--- config.mk ---
export PLATFORM = sky130hd
export DESIGN_NAME = trimmed_mean_sample_averager_core
export DESIGN_NICKNAME = d
export VERILOG_FILES = /design/src/rtl/core/tmsa_pkg.sv /design/src/rtl/core/trimmed_mean_sample_averager_core.sv
export SDC_FILE = /design/constraint.sdc
export NUM_CORES = 1
export LEC_CHECK = 0
export ABC_AREA = 1
export BUFFER_PORTS_ARGS = -buffer_cell sky130_fd_sc_hd__buf_2
export CAP_MARGIN = 10
export CORE_MARGIN = 2
export CORE_UTILIZATION = 64
export DETAILED_ROUTE_END_ITERATION = 6
export GPL_TIMING_DRIVEN = 0
export PLACE_DENSITY = 0.88
export SLEW_MARGIN = 15
export SYNTH_ARGS = -nofsm -noshare
export SYNTH_HDL_FRONTEND = slang
export SYNTH_SLANG_ARGS = --single-unit
--- constraint.sdc ---
create_clock -name clk_i -period 6.5 [get_ports clk_i]
set_input_delay 0 -clock clk_i [delete_from_list [all_inputs] [get_ports clk_i]]
set_output_delay 0 -clock clk_i [all_outputs]
set_load 0.02 [all_outputs]
--- src/rtl/core/tmsa_pkg.sv ---
// shared widths, reset values and register map of the trimmed-mean sample averager
package tmsa_pkg;

  localparam int unsigned SAMPLE_W   = 17;
  localparam int unsigned SUM_W      = 25;
  localparam int unsigned CNT_W      = 8;
  localparam int unsigned TDATA_W    = ((SAMPLE_W + 7) / 8) * 8;
  localparam int unsigned APB_DATA_W = 32;
  localparam int unsigned APB_ADDR_W = 3;
  localparam int unsigned STEP_W     = $clog2(SUM_W);

  localparam int unsigned MAX_SAMPLES_DEF = 255;
  localparam int unsigned MIN_BURST_LEN   = 3;
  localparam int unsigned TRIM_DROP       = 2;
  localparam int unsigned SPA_RESET       = 10;

  // register word index of samples_per_average
  localparam logic REG_SAMPLES_PER_AVERAGE = 1'b0;

endpackage

--- src/rtl/core/trimmed_mean_sample_averager_core.sv ---
// trimmed-mean averager: sum, min, max and count per burst, serial divide at burst end
//
// Usage:
//   s_axis carries one 17-bit sample per transfer (unsigned, half-lux units).
//   m_axis carries one 17-bit trimmed average per completed burst: the burst
//   sum minus its smallest and largest sample, divided by the sample count
//   minus two, truncated.
//   The APB port holds samples_per_average at byte address 0 (reset 10).
//   Values below 3 act as 3 and values above MAX_SAMPLES act as MAX_SAMPLES.
//   The last sample of a burst is accumulated, then the sum goes through two trim
//   subtractions and 25 restoring divide steps, all through one shared 25-bit
//   add/subtract unit, and no new sample is taken until the divide is done.
//   The result register is then loaded and m_axis_tvalid rises.
//   While a result waits on a stalled receiver, samples keep being taken;
//   only the sample that would end the next burst waits for the output.
//   Reset returns the burst state to empty and the register to 10.
module trimmed_mean_sample_averager_core
  import tmsa_pkg::*;
#(
  parameter int unsigned MAX_SAMPLES = MAX_SAMPLES_DEF
) (
  input  logic                  clk_i,
  input  logic                  rst_ni,
  // apb configuration port
  input  logic                  psel,
  input  logic                  penable,
  input  logic                  pwrite,
  input  logic [APB_ADDR_W-1:0] paddr,
  input  logic [APB_DATA_W-1:0] pwdata,
  output logic [APB_DATA_W-1:0] prdata,
  output logic                  pready,
  // sample input
  input  logic                  s_axis_tvalid,
  output logic                  s_axis_tready,
  input  logic [TDATA_W-1:0]    s_axis_tdata,  // [16:0] sample, rest zero
  // trimmed average output
  output logic                  m_axis_tvalid,
  input  logic                  m_axis_tready,
  output logic [TDATA_W-1:0]    m_axis_tdata   // [16:0] trimmed_average, rest zero
);

  localparam logic [1:0] ST_IDLE     = 2'd0;
  localparam logic [1:0] ST_TRIM_MIN = 2'd1;
  localparam logic [1:0] ST_TRIM_MAX = 2'd2;
  localparam logic [1:0] ST_DIV      = 2'd3;

  localparam logic [CNT_W-1:0]  MaxLen   = CNT_W'(MAX_SAMPLES);
  localparam logic [CNT_W-1:0]  MinLen   = CNT_W'(MIN_BURST_LEN);
  localparam logic [CNT_W:0]    DropCnt  = (CNT_W+1)'(TRIM_DROP);
  localparam logic [STEP_W-1:0] LastStep = STEP_W'(SUM_W - 1);

  logic [1:0]          state_q, state_d;
  logic [CNT_W-1:0]    spa_q;
  logic [CNT_W-1:0]    cnt_q, cnt_d;
  logic [SUM_W-1:0]    sum_q, sum_d;
  logic [SAMPLE_W-1:0] min_q, min_d;
  logic [SAMPLE_W-1:0] max_q, max_d;
  logic [CNT_W-1:0]    div_q, div_d;
  logic [CNT_W-1:0]    rem_q, rem_d;
  logic [STEP_W-1:0]   step_q, step_d;
  logic                out_valid_q, out_valid_d;
  logic [SAMPLE_W-1:0] out_data_q, out_data_d;

  logic [CNT_W-1:0]    burst_len;
  logic [CNT_W:0]      cnt_next;
  logic                last_pending;
  logic                in_xfer;
  logic                cfg_wr;
  logic [SAMPLE_W-1:0] sample;
  logic [CNT_W:0]      rem_sh;

  // shared add/subtract unit
  logic [SUM_W-1:0]    alu_a, alu_b;
  logic                alu_sub;
  logic [SUM_W:0]      alu_res;

  assign sample = s_axis_tdata[SAMPLE_W-1:0];

  always_comb begin
    burst_len = spa_q;
    if (spa_q < MinLen) burst_len = MinLen;
    if (spa_q > MaxLen) burst_len = MaxLen;
  end

  assign cnt_next     = {1'b0, cnt_q} + (CNT_W+1)'(1);
  assign last_pending = cnt_next >= {1'b0, burst_len};
  // a burst-ending sample needs the output register free
  assign s_axis_tready = (state_q == ST_IDLE) && !(out_valid_q && last_pending);
  assign in_xfer       = s_axis_tvalid && s_axis_tready;

  assign rem_sh = {rem_q, sum_q[SUM_W-1]};

  always_comb begin
    alu_a   = sum_q;
    alu_b   = SUM_W'(sample);
    alu_sub = 1'b0;
    unique case (state_q)
      ST_IDLE: begin
        alu_b   = SUM_W'(sample);
        alu_sub = 1'b0;
      end
      ST_TRIM_MIN: begin
        alu_b   = SUM_W'(min_q);
        alu_sub = 1'b1;
      end
      ST_TRIM_MAX: begin
        alu_b   = SUM_W'(max_q);
        alu_sub = 1'b1;
      end
      ST_DIV: begin
        alu_a   = SUM_W'(rem_sh);
        alu_b   = SUM_W'(div_q);
        alu_sub = 1'b1;
      end
      default: begin
        alu_sub = 1'b0;
      end
    endcase
    alu_res = alu_sub ? ({1'b0, alu_a} - {1'b0, alu_b}) : ({1'b0, alu_a} + {1'b0, alu_b});
  end

  always_comb begin
    state_d     = state_q;
    cnt_d       = cnt_q;
    sum_d       = sum_q;
    min_d       = min_q;
    max_d       = max_q;
    div_d       = div_q;
    rem_d       = rem_q;
    step_d      = step_q;
    out_valid_d = out_valid_q;
    out_data_d  = out_data_q;

    if (m_axis_tvalid && m_axis_tready) out_valid_d = 1'b0;

    unique case (state_q)
      ST_IDLE: begin
        if (in_xfer) begin
          sum_d = alu_res[SUM_W-1:0];
          if (cnt_q == '0) begin
            min_d = sample;
            max_d = sample;
          end else begin
            if (sample < min_q) min_d = sample;
            if (sample > max_q) max_d = sample;
          end
          if (last_pending) begin
            cnt_d   = '0;
            div_d   = CNT_W'(cnt_next - DropCnt);
            state_d = ST_TRIM_MIN;
          end else begin
            cnt_d = cnt_next[CNT_W-1:0];
          end
        end
      end
      ST_TRIM_MIN: begin
        sum_d   = alu_res[SUM_W-1:0];
        state_d = ST_TRIM_MAX;
      end
      ST_TRIM_MAX: begin
        sum_d   = alu_res[SUM_W-1:0];
        rem_d   = '0;
        step_d  = '0;
        state_d = ST_DIV;
      end
      ST_DIV: begin
        // restoring step: the borrow bit says the divisor did not fit
        if (alu_res[SUM_W]) begin
          rem_d = rem_sh[CNT_W-1:0];
          sum_d = {sum_q[SUM_W-2:0], 1'b0};
        end else begin
          rem_d = alu_res[CNT_W-1:0];
          sum_d = {sum_q[SUM_W-2:0], 1'b1};
        end
        step_d = step_q + STEP_W'(1);
        if (step_q == LastStep) begin
          out_data_d  = sum_d[SAMPLE_W-1:0];
          out_valid_d = 1'b1;
          sum_d       = '0;
          state_d     = ST_IDLE;
        end
      end
      default: begin
        state_d = ST_IDLE;
      end
    endcase
  end

  always_ff @(posedge clk_i or negedge rst_ni) begin
    if (!rst_ni) begin
      state_q     <= ST_IDLE;
      cnt_q       <= '0;
      sum_q       <= '0;
      out_valid_q <= 1'b0;
    end else begin
      state_q     <= state_d;
      cnt_q       <= cnt_d;
      sum_q       <= sum_d;
      out_valid_q <= out_valid_d;
    end
  end

  always_ff @(posedge clk_i) begin
    min_q      <= min_d;
    max_q      <= max_d;
    div_q      <= div_d;
    rem_q      <= rem_d;
    step_q     <= step_d;
    out_data_q <= out_data_d;
  end

  // configuration register
  assign cfg_wr = psel && penable && pwrite && pready;

  always_ff @(posedge clk_i or negedge rst_ni) begin
    if (!rst_ni) begin
      spa_q <= CNT_W'(SPA_RESET);
    end else if (cfg_wr && (paddr[2] == REG_SAMPLES_PER_AVERAGE)) begin
      spa_q <= pwdata[CNT_W-1:0];
    end
  end

  assign pready = 1'b1;
  assign prdata = (paddr[2] == REG_SAMPLES_PER_AVERAGE) ? APB_DATA_W'(spa_q) : '0;

  assign m_axis_tvalid = out_valid_q;
  assign m_axis_tdata  = TDATA_W'(out_data_q);

endmodule

==> results.ini, run 1 <==
[layout]
fillCellCount = 994
nNetsFinal = 1472
regArea_sq_um = 3270
antennaDiodeCount = 0
multi_input_area_sq_um = 4760
drive_gt1_frac = 0.130
area_delta_synth_final_pct = 17.5

[synthesis]
synth_common_cells = nand2_1 (322), inv_1 (163), nor2_1 (130)
synth-seq-cells = 116
yosysSeqAreaShare = 0.365
synth.most_common_cell = nand2_1
synth_cell_types = 50
synth_ff_type = edfxtp_1
synth_area_leaders = edfxtp_1 (24%), nand2_1 (13%), dfrtp_1 (12%)
synth-edff-count = 72
ys_async_sr_fraction = 0.379
netlist.area_leader.share = 0.241
ys.warnings.count = 0
yosysTopAreaCell = edfxtp_1
synthCells = 1192
avgSynthCellArea_sq_um = 7.51
synthesis.area_sq_um = 8950

[clocking]
root_buffer = clkbuf_16
htree_levels = 4
cts_made_buffers = 17
clock_sinks = 116
cts_resized = 0
clock_path_buffers = 2
insertion_delay_ps = 440
cts_tree = done
cts.clk_slew.worst_paths_ps = 50

[detailed_routing]
ant_nets = 0
dr.pass1.iters = 7
avgViaCountPerCell = 5.62
wl_per_cell_um = 16.4
wirelength_mm = 24.9
num_vias = 8552
route.detailed.drc = 1
drtIter0Drc = 993

[sta]
setup_viol = 0
clock_skew_ps = 8.09
slew_headroom = 0.424
rsz0062_at_grt = no
layout_min_cycle_time_ps = 4810
drv_slew = 0
finalHoldViolations = 0
fmax_mhz = 208
fin_crit_sh = 0.740
setup_tns_ps = 0
worst_slew_pin_slew_ps = 857

[flow_run]
maxCapViolCount = 0

[die]
pin_count = 125
chipWidth_um = 122
die_y_um = 122
die_area_sq_um = 15000
rows = 43
start_util = 0.650
coreArea_sq_um = 13800

[worst_setup_path]
crit_fanout = 10
path_class = flop to flop
worstSetupStartpointType = flop
required_ps = 6690
endpoint_kind = flop
crit_arrival_ps = 5000

[global_route]
grt_overflow = 0
antenna_found_initial = 0
grt_pass1_wl_mm = 39.9
grt_max_degree = 45
grt_pass1_vias = 8151
grt_util_all_layers = 0.352

[placed_design]
dp_hpwl_mm = 17.5
io_buffer_count = 58
place_congestion = 0.968

[run_status]
status = finished, violations left
failed_checks = design-rule violations

[min_path]
min_path_type = input pin to flop

what timing repair did:
| action | CTS | global route |
|---|---|---|
| buffers inserted | 0 | 0 |
| hold buffers | 27 | 0 |
| endpoints found under the hold margin | 85 | 0 |
worst paths after layout:
check | endpoint | slack [ps] | start | cells past startpoint
min in group asynchronous | sum_q[2] | 110 | rst_ni | 2
setup reg to reg | rem_q[7] | 1690 | state_q[0] | 26
hold reg to reg | out_data_q[7] | 450 | sum_q[6] | 0
hold / removal | cnt_q[7] | 60 | s_axis_tvalid | 4
setup / recovery | rem_q[7] | 1690 | state_q[0] | 26
max in group asynchronous | cnt_q[4] | 5970 | rst_ni | 2
cell families (layout without fill, tap and decap cells):
family	count (synthesis)	in the layout	share of synthesized area
other	2	32	0.000839
XOR/XNOR	28	28	0.0274
AND/OR/NAND/NOR	581	581	0.279
AO/OA/AOI/OAI	163	163	0.101
flip-flops	116	116	0.365
multiplexers	1	1	0.00112
buffers and inverters	224	344	0.117
adder cells (fa/ha/maj)	77	77	0.108
cells in the final DEF, fill, tap and decap left out, types with 4 or more instances in the layout:
cell	count
xnor2_1	12
inv_1	163
nand2_1	322
a21o_1	4
buf_6	7
or2_2	4
o21bai_1	4
dfrtp_1	42
xor2_1	16
nor4_1	4
clkbuf_1	14
nor3_1	16
o21ai_0	61
nand2_4	5
a21oi_1	63
o22ai_1	8
dlygate4sd3_1	27
o21ai_2	8
ha_1	76
clkbuf_16	17
nor2_1	129
bufinv_16	4
buf_4	34
nand4_1	18
buf_2	61
nand2_2	5
conb_1	32
edfxtp_1	72
nor2_2	4
nand3_1	60
sequential cells by signal, indices dropped and copies added (netlist names):
name	cells
cnt_q	8
div_q	8
m_axis_tvalid	1
max_q	17
min_q	17
out_data_q	17
rem_q	8
spa_q	8
state_q	2
step_q	5
sum_q	25
metrics by stage:
stage          utilization  area, sq um  std cells  hold WS [ps]  worst slack [ps]
2_1_floorplan            -         9070       1222          -296              2760
3_3_place_gp         0.696         9580       1460           188              2040
3_5_place_dp         0.699         9630       1463           186              1930
4_1_cts              0.764        10500       1522          52.1              1810
5_1_grt              0.764        10500       1522          77.8              1340
6_report             0.764        10500       1522          55.4              1690
per-layer routing:
metal  part of all wire  vias to the layer above  global-route usage  routed length [um]
met5                  0                        -                   0                   0
met2               0.47                      517               0.571               11600
li1                   -                     4093                   -                   -
met4              0.045                        0               0.180                1110
met1               0.39                     3841               0.436                9710
met3               0.10                      101              0.0878                2490
critical path, cell delays in order, from the launching register on:
cell and delay [ps]:
dfrtp_1 390, inv_1 100, ha_1 310, buf_2 250, nand2_1 120, nand3_1 130
mux2i_1 210, ha_1 200, nand4_1 130, nor2_2 310, nand2_1 130, o21ai_0 170
a21oi_1 70, nor2_1 170, ha_1 300, nand2_1 190, inv_1 60, a21oi_1 210
nand3_1 220, nand2_1 130, inv_1 40, nor2_1 250, nand3_2 140, nand2_4 150
nand2_1 60, nand2_1 60, nor2_1 50
cell type report:
cell class                 count  share of cell area
clock buffer                  22              0.0441
timing repair buffer          88              0.0571
buffer                        58              0.0402
inverter                     166              0.0597
clock inverter                10              0.0146
sequential                   116               0.310
multi-input combinational    882               0.452
tap                          180              0.0214
Power of run 1 is left out: the tool's default activity adds up to more than one toggle a clock period on the data nets, which glitch-free logic cannot reach.
==> run 2, diff against run 1 <==
Settings changed: CORE_UTILIZATION 64 to 53, PLACE_DENSITY 0.88 to 0.77.
Clock period 6.5 ns to 4.1 ns, I/O delays scaled along.
==> run 2 against run 1 <==
Effect of this change:
- critical path depth unchanged
- the run ends with negative setup slack left
- hold slack worse by 11 ps
- utilization down 8.9 points
- critical path type unchanged
- clock skew up 2.7 ps
- non-clock buffer count up 25
- final cell count up 4.3%
- first-iteration DRC count down 20%
- sequential cell count unchanged
==> results.ini, run 2 (synthesis results as in run 1) <==
[layout]
drive_gt1_frac = 0.206  ; was 0.130
final_common_cell = nand2_1  ; unchanged
final_cell_mix = nand2_1 (305), inv_1 (159), nor2_1 (113)  ; was nand2_1 (322), inv_1 (163), nor2_1 (129)
antennaDiodeCount = 0  ; unchanged
multi_input_area_sq_um = 5170  ; was 4760 sq um
regArea_sq_um = 3270  ; about the same
nNetsFinal = 1498  ; was 1472
largest_reg_flops = 25  ; unchanged
top_register = sum_q  ; unchanged
fillCellCount = 1363  ; was 994
fin_util = 0.675  ; was 0.764
finalInstanceArea_sq_um = 11200  ; was 10500 sq um
area_delta_synth_final_pct = 24.5  ; was 17.5%
layout.cells.non_filler = 1588  ; was 1522

[global_route]
grt_use_met3 = 0.0510  ; was 0.0878
met2_usage = 0.457  ; was 0.571
grt-busiest-layer = met2  ; unchanged
grt_util_all_layers = 0.278  ; was 0.352
grt_pass1_vias = 7741  ; was 8151
grt_max_degree = 45  ; unchanged
grt_pass1_wl_mm = 38.9  ; was 39.9 mm
antenna_found_initial = 0  ; unchanged
grt_overflow = 0  ; unchanged
grtUsageMet1 = 0.376  ; was 0.436

[placed_design]
pre_cts_ws_ps = -504  ; was 1930 ps
placed_cell_area_sq_um = 9680  ; was 9630 sq um
io_buffer_count = 58  ; unchanged
dp_cells = 1503  ; was 1463
place_congestion = 0.911  ; was 0.968
dp_hpwl_mm = 17.7  ; was 17.5 mm

[clocking]
clock_path_buffers = 2  ; unchanged
cts.clk_slew.worst_paths_ps = 60  ; was 50 ps
clock_sinks = 116  ; unchanged
htree_levels = 4  ; unchanged
root_buffer = clkbuf_16  ; unchanged
insertion_delay_ps = 440  ; about the same
cts_made_buffers = 17  ; unchanged
cts_tree = done  ; unchanged

[detailed_routing]
ant_nets = 0  ; unchanged
avgViaCountPerCell = 5.33  ; was 5.62
wl_per_cell_um = 15.7  ; was 16.4 um
num_vias = 8460  ; was 8552
route.detailed.drc = 0  ; was 1
dr.pass1.iters = 6  ; was 7
drtIter0Drc = 792  ; was 993
wirelength_mm = 25.0  ; was 24.9 mm

[worst_setup_path]
worstSetupStartpointType = flop  ; unchanged
endpoint_kind = flop  ; unchanged
slowest_delay_ps = 460  ; was 390 ps
path_class = flop to flop  ; unchanged
required_ps = 4290  ; was 6690 ps
crit_fanout = 10  ; unchanged
critical-path-slowest-cell = dfrtp_2  ; was dfrtp_1
crit_arrival_ps = 4340  ; was 5000 ps

[sta]
finalHoldViolations = 0  ; unchanged
drv_slew = 0  ; unchanged
fin_crit_sh = 1.01  ; was 0.740
setup_viol = 5  ; was 0
worst_slew_pin_slew_ps = 855  ; was 857 ps
finalWorstSetupSlack_ps = -48.2  ; was 1690 ps
fmax_mhz = 241  ; was 208 MHz
layout_min_cycle_time_ps = 4150  ; was 4810 ps
clock_skew_ps = 10.8  ; was 8.09 ps
rsz0062_at_grt = yes  ; was no
slew_headroom = 0.425  ; was 0.424

[run_status]
failed_checks = negative setup slack  ; was design-rule violations
status = finished, violations left  ; unchanged

[die]
die_y_um = 134  ; was 122 um
coreArea_sq_um = 16500  ; was 13800 sq um
start_util = 0.542  ; was 0.650
pin_count = 125  ; unchanged
die_area_sq_um = 17900  ; was 15000 sq um
rows = 47  ; was 43
chipWidth_um = 134  ; was 122 um

[min_path]
min_path_type = input pin to flop  ; unchanged

[flow_run]
maxCapViolCount = 0  ; unchanged

==> run 2: changes by cell type in the layout (fill, tap and decap cells not counted), moves of 9 or more <==
cell / before / now
ha_1: 76 / 64
nand2_1: 322 / 305
a21oi_2: 2 / 11
a21oi_1: 63 / 54
nor2_1: 129 / 113
buf_4: 34 / 59
nand2_2: 5 / 22
ha_4: 0 / 10
==> run 2: stage by stage <==
step	setup TNS [ps]	hold slack, ps
finish	-149	44.2
floorplan	0	-296
global route	-1850	69.4
global placement	-7340	188
CTS	0	36.5
detailed placement	-4300	190
==> run 2: layout make-up <==
cell class,count,share of cell area
buffer,58,0.0396
clock buffer,18,0.0385
clock inverter,14,0.0125
inverter,166,0.0568
multi-input combinational,883,0.464
sequential,116,0.293
tap,220,0.0247
timing repair buffer,113,0.0710
==> run 2: worst paths after layout <==
check | slack, ps | start | endpoint | cells after the start
max in group asynchronous | 3550 | rst_ni | state_q[0] | 2
max reg2reg | -50 | state_q[0] | rem_q[7] | 26
max | -50 | state_q[0] | rem_q[7] | 26
min | 40 | s_axis_tvalid | cnt_q[7] | 4
min in group asynchronous | 110 | rst_ni | sum_q[21] | 2
min reg2reg | 450 | sum_q[4] | out_data_q[5] | 0
==> run 2: routing by layer <==
layer	up-vias	share of wire
li1	4147	-
met1	3889	0.43
met3	57	0.080
met2	367	0.47
met4	0	0.023
met5	-	0
==> run 2: critical path: cells and delay by family (launching register included) <==
family          cells  cell delay (ps)
simple gates       14             1630
compound gates      2              500
buf+inv             8              900
fa+ha+maj           2              410
flops               1              460
==> run 2: timing repair <==
action	4_1_cts	5_1_grt
gates resized for setup	28	87
gates cloned	1	0
setup buffers	5	21
pin swaps	14	45
endpoints found under the setup margin	15	25
hold endpoints to repair	85	0
hold buffers	27	0
Power of run 2 is left out for the same reason.
==> run 3, diff against run 2 <==
Settings changed: CTS_BUF_LIST from default to sky130_fd_sc_hd__clkbuf_4 sky130_fd_sc_hd__clkbuf_8 sky130_fd_sc_hd__clkbuf_16.
==> run 3 against run 2 <==
Effect of this change:
- the flow still finishes with violations (negative setup slack)
- final cell count unchanged
- non-clock buffer count unchanged
- first-iteration DRC count increased by 1.9%
- register-to-register slack about the same
- fmax increased by 0.17%
- cell area about the same
- largest cell class unchanged
- utilization about the same
- clock-buffer cell count unchanged
- clock skew increased by 1.9 ps
- hold slack improved by 1.4 ps
- via count decreased by 0.24%
==> results.ini, run 3 (synthesis results as in run 1) <==
[run_status]
status = finished, violations left  ; unchanged
failed_checks = negative setup slack  ; unchanged

[worst_setup_path]
path_class = flop to flop  ; unchanged
slowest_delay_ps = 460  ; about the same
crit_family = simple AND/OR/NAND/NOR gates  ; unchanged
cp_common_cell = nand2_1
worstSetupStartpointType = flop  ; unchanged
endpoint_kind = flop  ; unchanged
critical-path-slowest-cell = dfrtp_2  ; unchanged
required_ps = 4290  ; about the same
path_buf_inv = 7  ; was 8
crit_fanout = 10  ; unchanged
crit_arrival_ps = 4330  ; was 4340 ps

[detailed_routing]
route.detailed.drc = 0  ; unchanged
wl_per_cell_um = 15.7  ; about the same
num_vias = 8440  ; was 8460
drtIter0Drc = 807  ; was 792
dr.pass1.iters = 5  ; was 6
wirelength_mm = 24.9  ; was 25.0 mm
avgViaCountPerCell = 5.31  ; was 5.33
ant_nets = 0  ; unchanged

[layout]
layout.cells.non_filler = 1588  ; unchanged
antennaDiodeCount = 0  ; unchanged
finalInstanceArea_sq_um = 11200  ; about the same
final_cell_mix = nand2_1 (305), inv_1 (159), nor2_1 (113)  ; unchanged
top_register = sum_q  ; unchanged
final_common_cell = nand2_1  ; unchanged
nNetsFinal = 1498  ; unchanged
area_delta_synth_final_pct = 24.6  ; was 24.5%
fin_util = 0.675  ; about the same
drive_gt1_frac = 0.207  ; was 0.206
largest_reg_flops = 25  ; unchanged

[die]
die_y_um = 134  ; unchanged
start_util = 0.542  ; unchanged
rows = 47  ; unchanged
chipWidth_um = 134  ; unchanged
die_area_sq_um = 17900  ; unchanged
coreArea_sq_um = 16500  ; unchanged
pin_count = 125  ; unchanged

[global_route]
grt_pass1_vias = 7736  ; was 7741
grt_util_all_layers = 0.277  ; was 0.278
grt_max_degree = 45  ; unchanged
grt_overflow = 0  ; unchanged
antenna_found_initial = 0  ; unchanged
grt_pass1_wl_mm = 38.8  ; was 38.9 mm

[sta]
worst_slew_pin_slew_ps = 842  ; was 855 ps
finalHoldViolations = 0  ; unchanged
finalWorstSetupSlack_ps = -41.3  ; was -48.2 ps
layout_min_cycle_time_ps = 4140  ; was 4150 ps
setup_viol = 4  ; was 5
slew_headroom = 0.434  ; was 0.425
clock_skew_ps = 12.7  ; was 10.8 ps
fin_crit_sh = 1.01  ; about the same
drv_slew = 0  ; unchanged
fmax_mhz = 241  ; about the same
rsz0062_at_grt = yes  ; unchanged

[placed_design]
placed_cell_area_sq_um = 9680  ; unchanged
dp_cells = 1503  ; unchanged
place_congestion = 0.911  ; unchanged
dp_hpwl_mm = 17.7  ; unchanged
io_buffer_count = 58  ; unchanged
pre_cts_ws_ps = -504  ; unchanged

[clocking]
htree_levels = 4  ; unchanged
cts_made_buffers = 17  ; unchanged
cts_tree = done  ; unchanged
clock_path_buffers = 2  ; unchanged
insertion_delay_ps = 440  ; about the same
clock_sinks = 116  ; unchanged
root_buffer = clkbuf_16  ; unchanged
cts.clk_slew.worst_paths_ps = 60  ; about the same

[min_path]
min_path_type = input pin to flop  ; unchanged

[flow_run]
maxCapViolCount = 0  ; unchanged

-- run 3: cell type report --
| type | count | area (sq um) |
|---|---|---|
| plain buffers | 58 | 442 |
| clock buffers | 18 | 433 |
| clock inverters | 14 | 139 |
| fillers | 1362 | 5370 |
| inverters | 166 | 633 |
| multi-input cells | 883 | 5170 |
| flip-flops and latches | 116 | 3270 |
| well taps | 220 | 275 |
| repair buffers | 113 | 792 |
-- run 3: per-stage QoR --
stage	hold slack, ps	setup TNS [ps]
CTS	36.5	0
global route	66.8	-1850
global placement	188	-7340
detailed placement	190	-4300
finish	45.6	-137
floorplan	-296	0
-- run 3: path summary, 6_finish.rpt --
path / startpoint / to / slack [ps] / cells past startpoint
hold reg to reg: sum_q[4] / out_data_q[5] / 450 / 0
setup reg to reg: state_q[0] / rem_q[0] / -40 / 27
setup / recovery: state_q[0] / rem_q[0] / -40 / 27
min in group asynchronous: rst_ni / sum_q[21] / 110 / 2
hold / removal: s_axis_tvalid / cnt_q[7] / 50 / 4
max in group asynchronous: rst_ni / state_q[0] / 3560 / 2
-- run 3: tightest hold or removal path, delay by kind of cell --
kind          cells  cell delay, ps
buf+inv           1             130
simple gates      3             320
-- run 3: per-layer routing --
layer | share of wire | global-route usage | vias to the layer above
met5 | 0 | 0 | -
met4 | 0.021 | 0.0798 | 0
met3 | 0.082 | 0.0514 | 50
met2 | 0.47 | 0.455 | 393
met1 | 0.43 | 0.376 | 3858
li1 | - | - | 4139
-- run 3: repair_timing --
| item | CTS | global route |
|---|---|---|
| hold buffers | 27 | 0 |
| endpoints found under the hold margin | 85 | 0 |
| buffers inserted | 5 | 21 |
| resized for setup | 28 | 87 |
| pin swaps | 14 | 45 |
| cloned | 1 | 0 |
| endpoints found under the setup margin | 15 | 25 |
Power of run 3 is left out for the same reason.
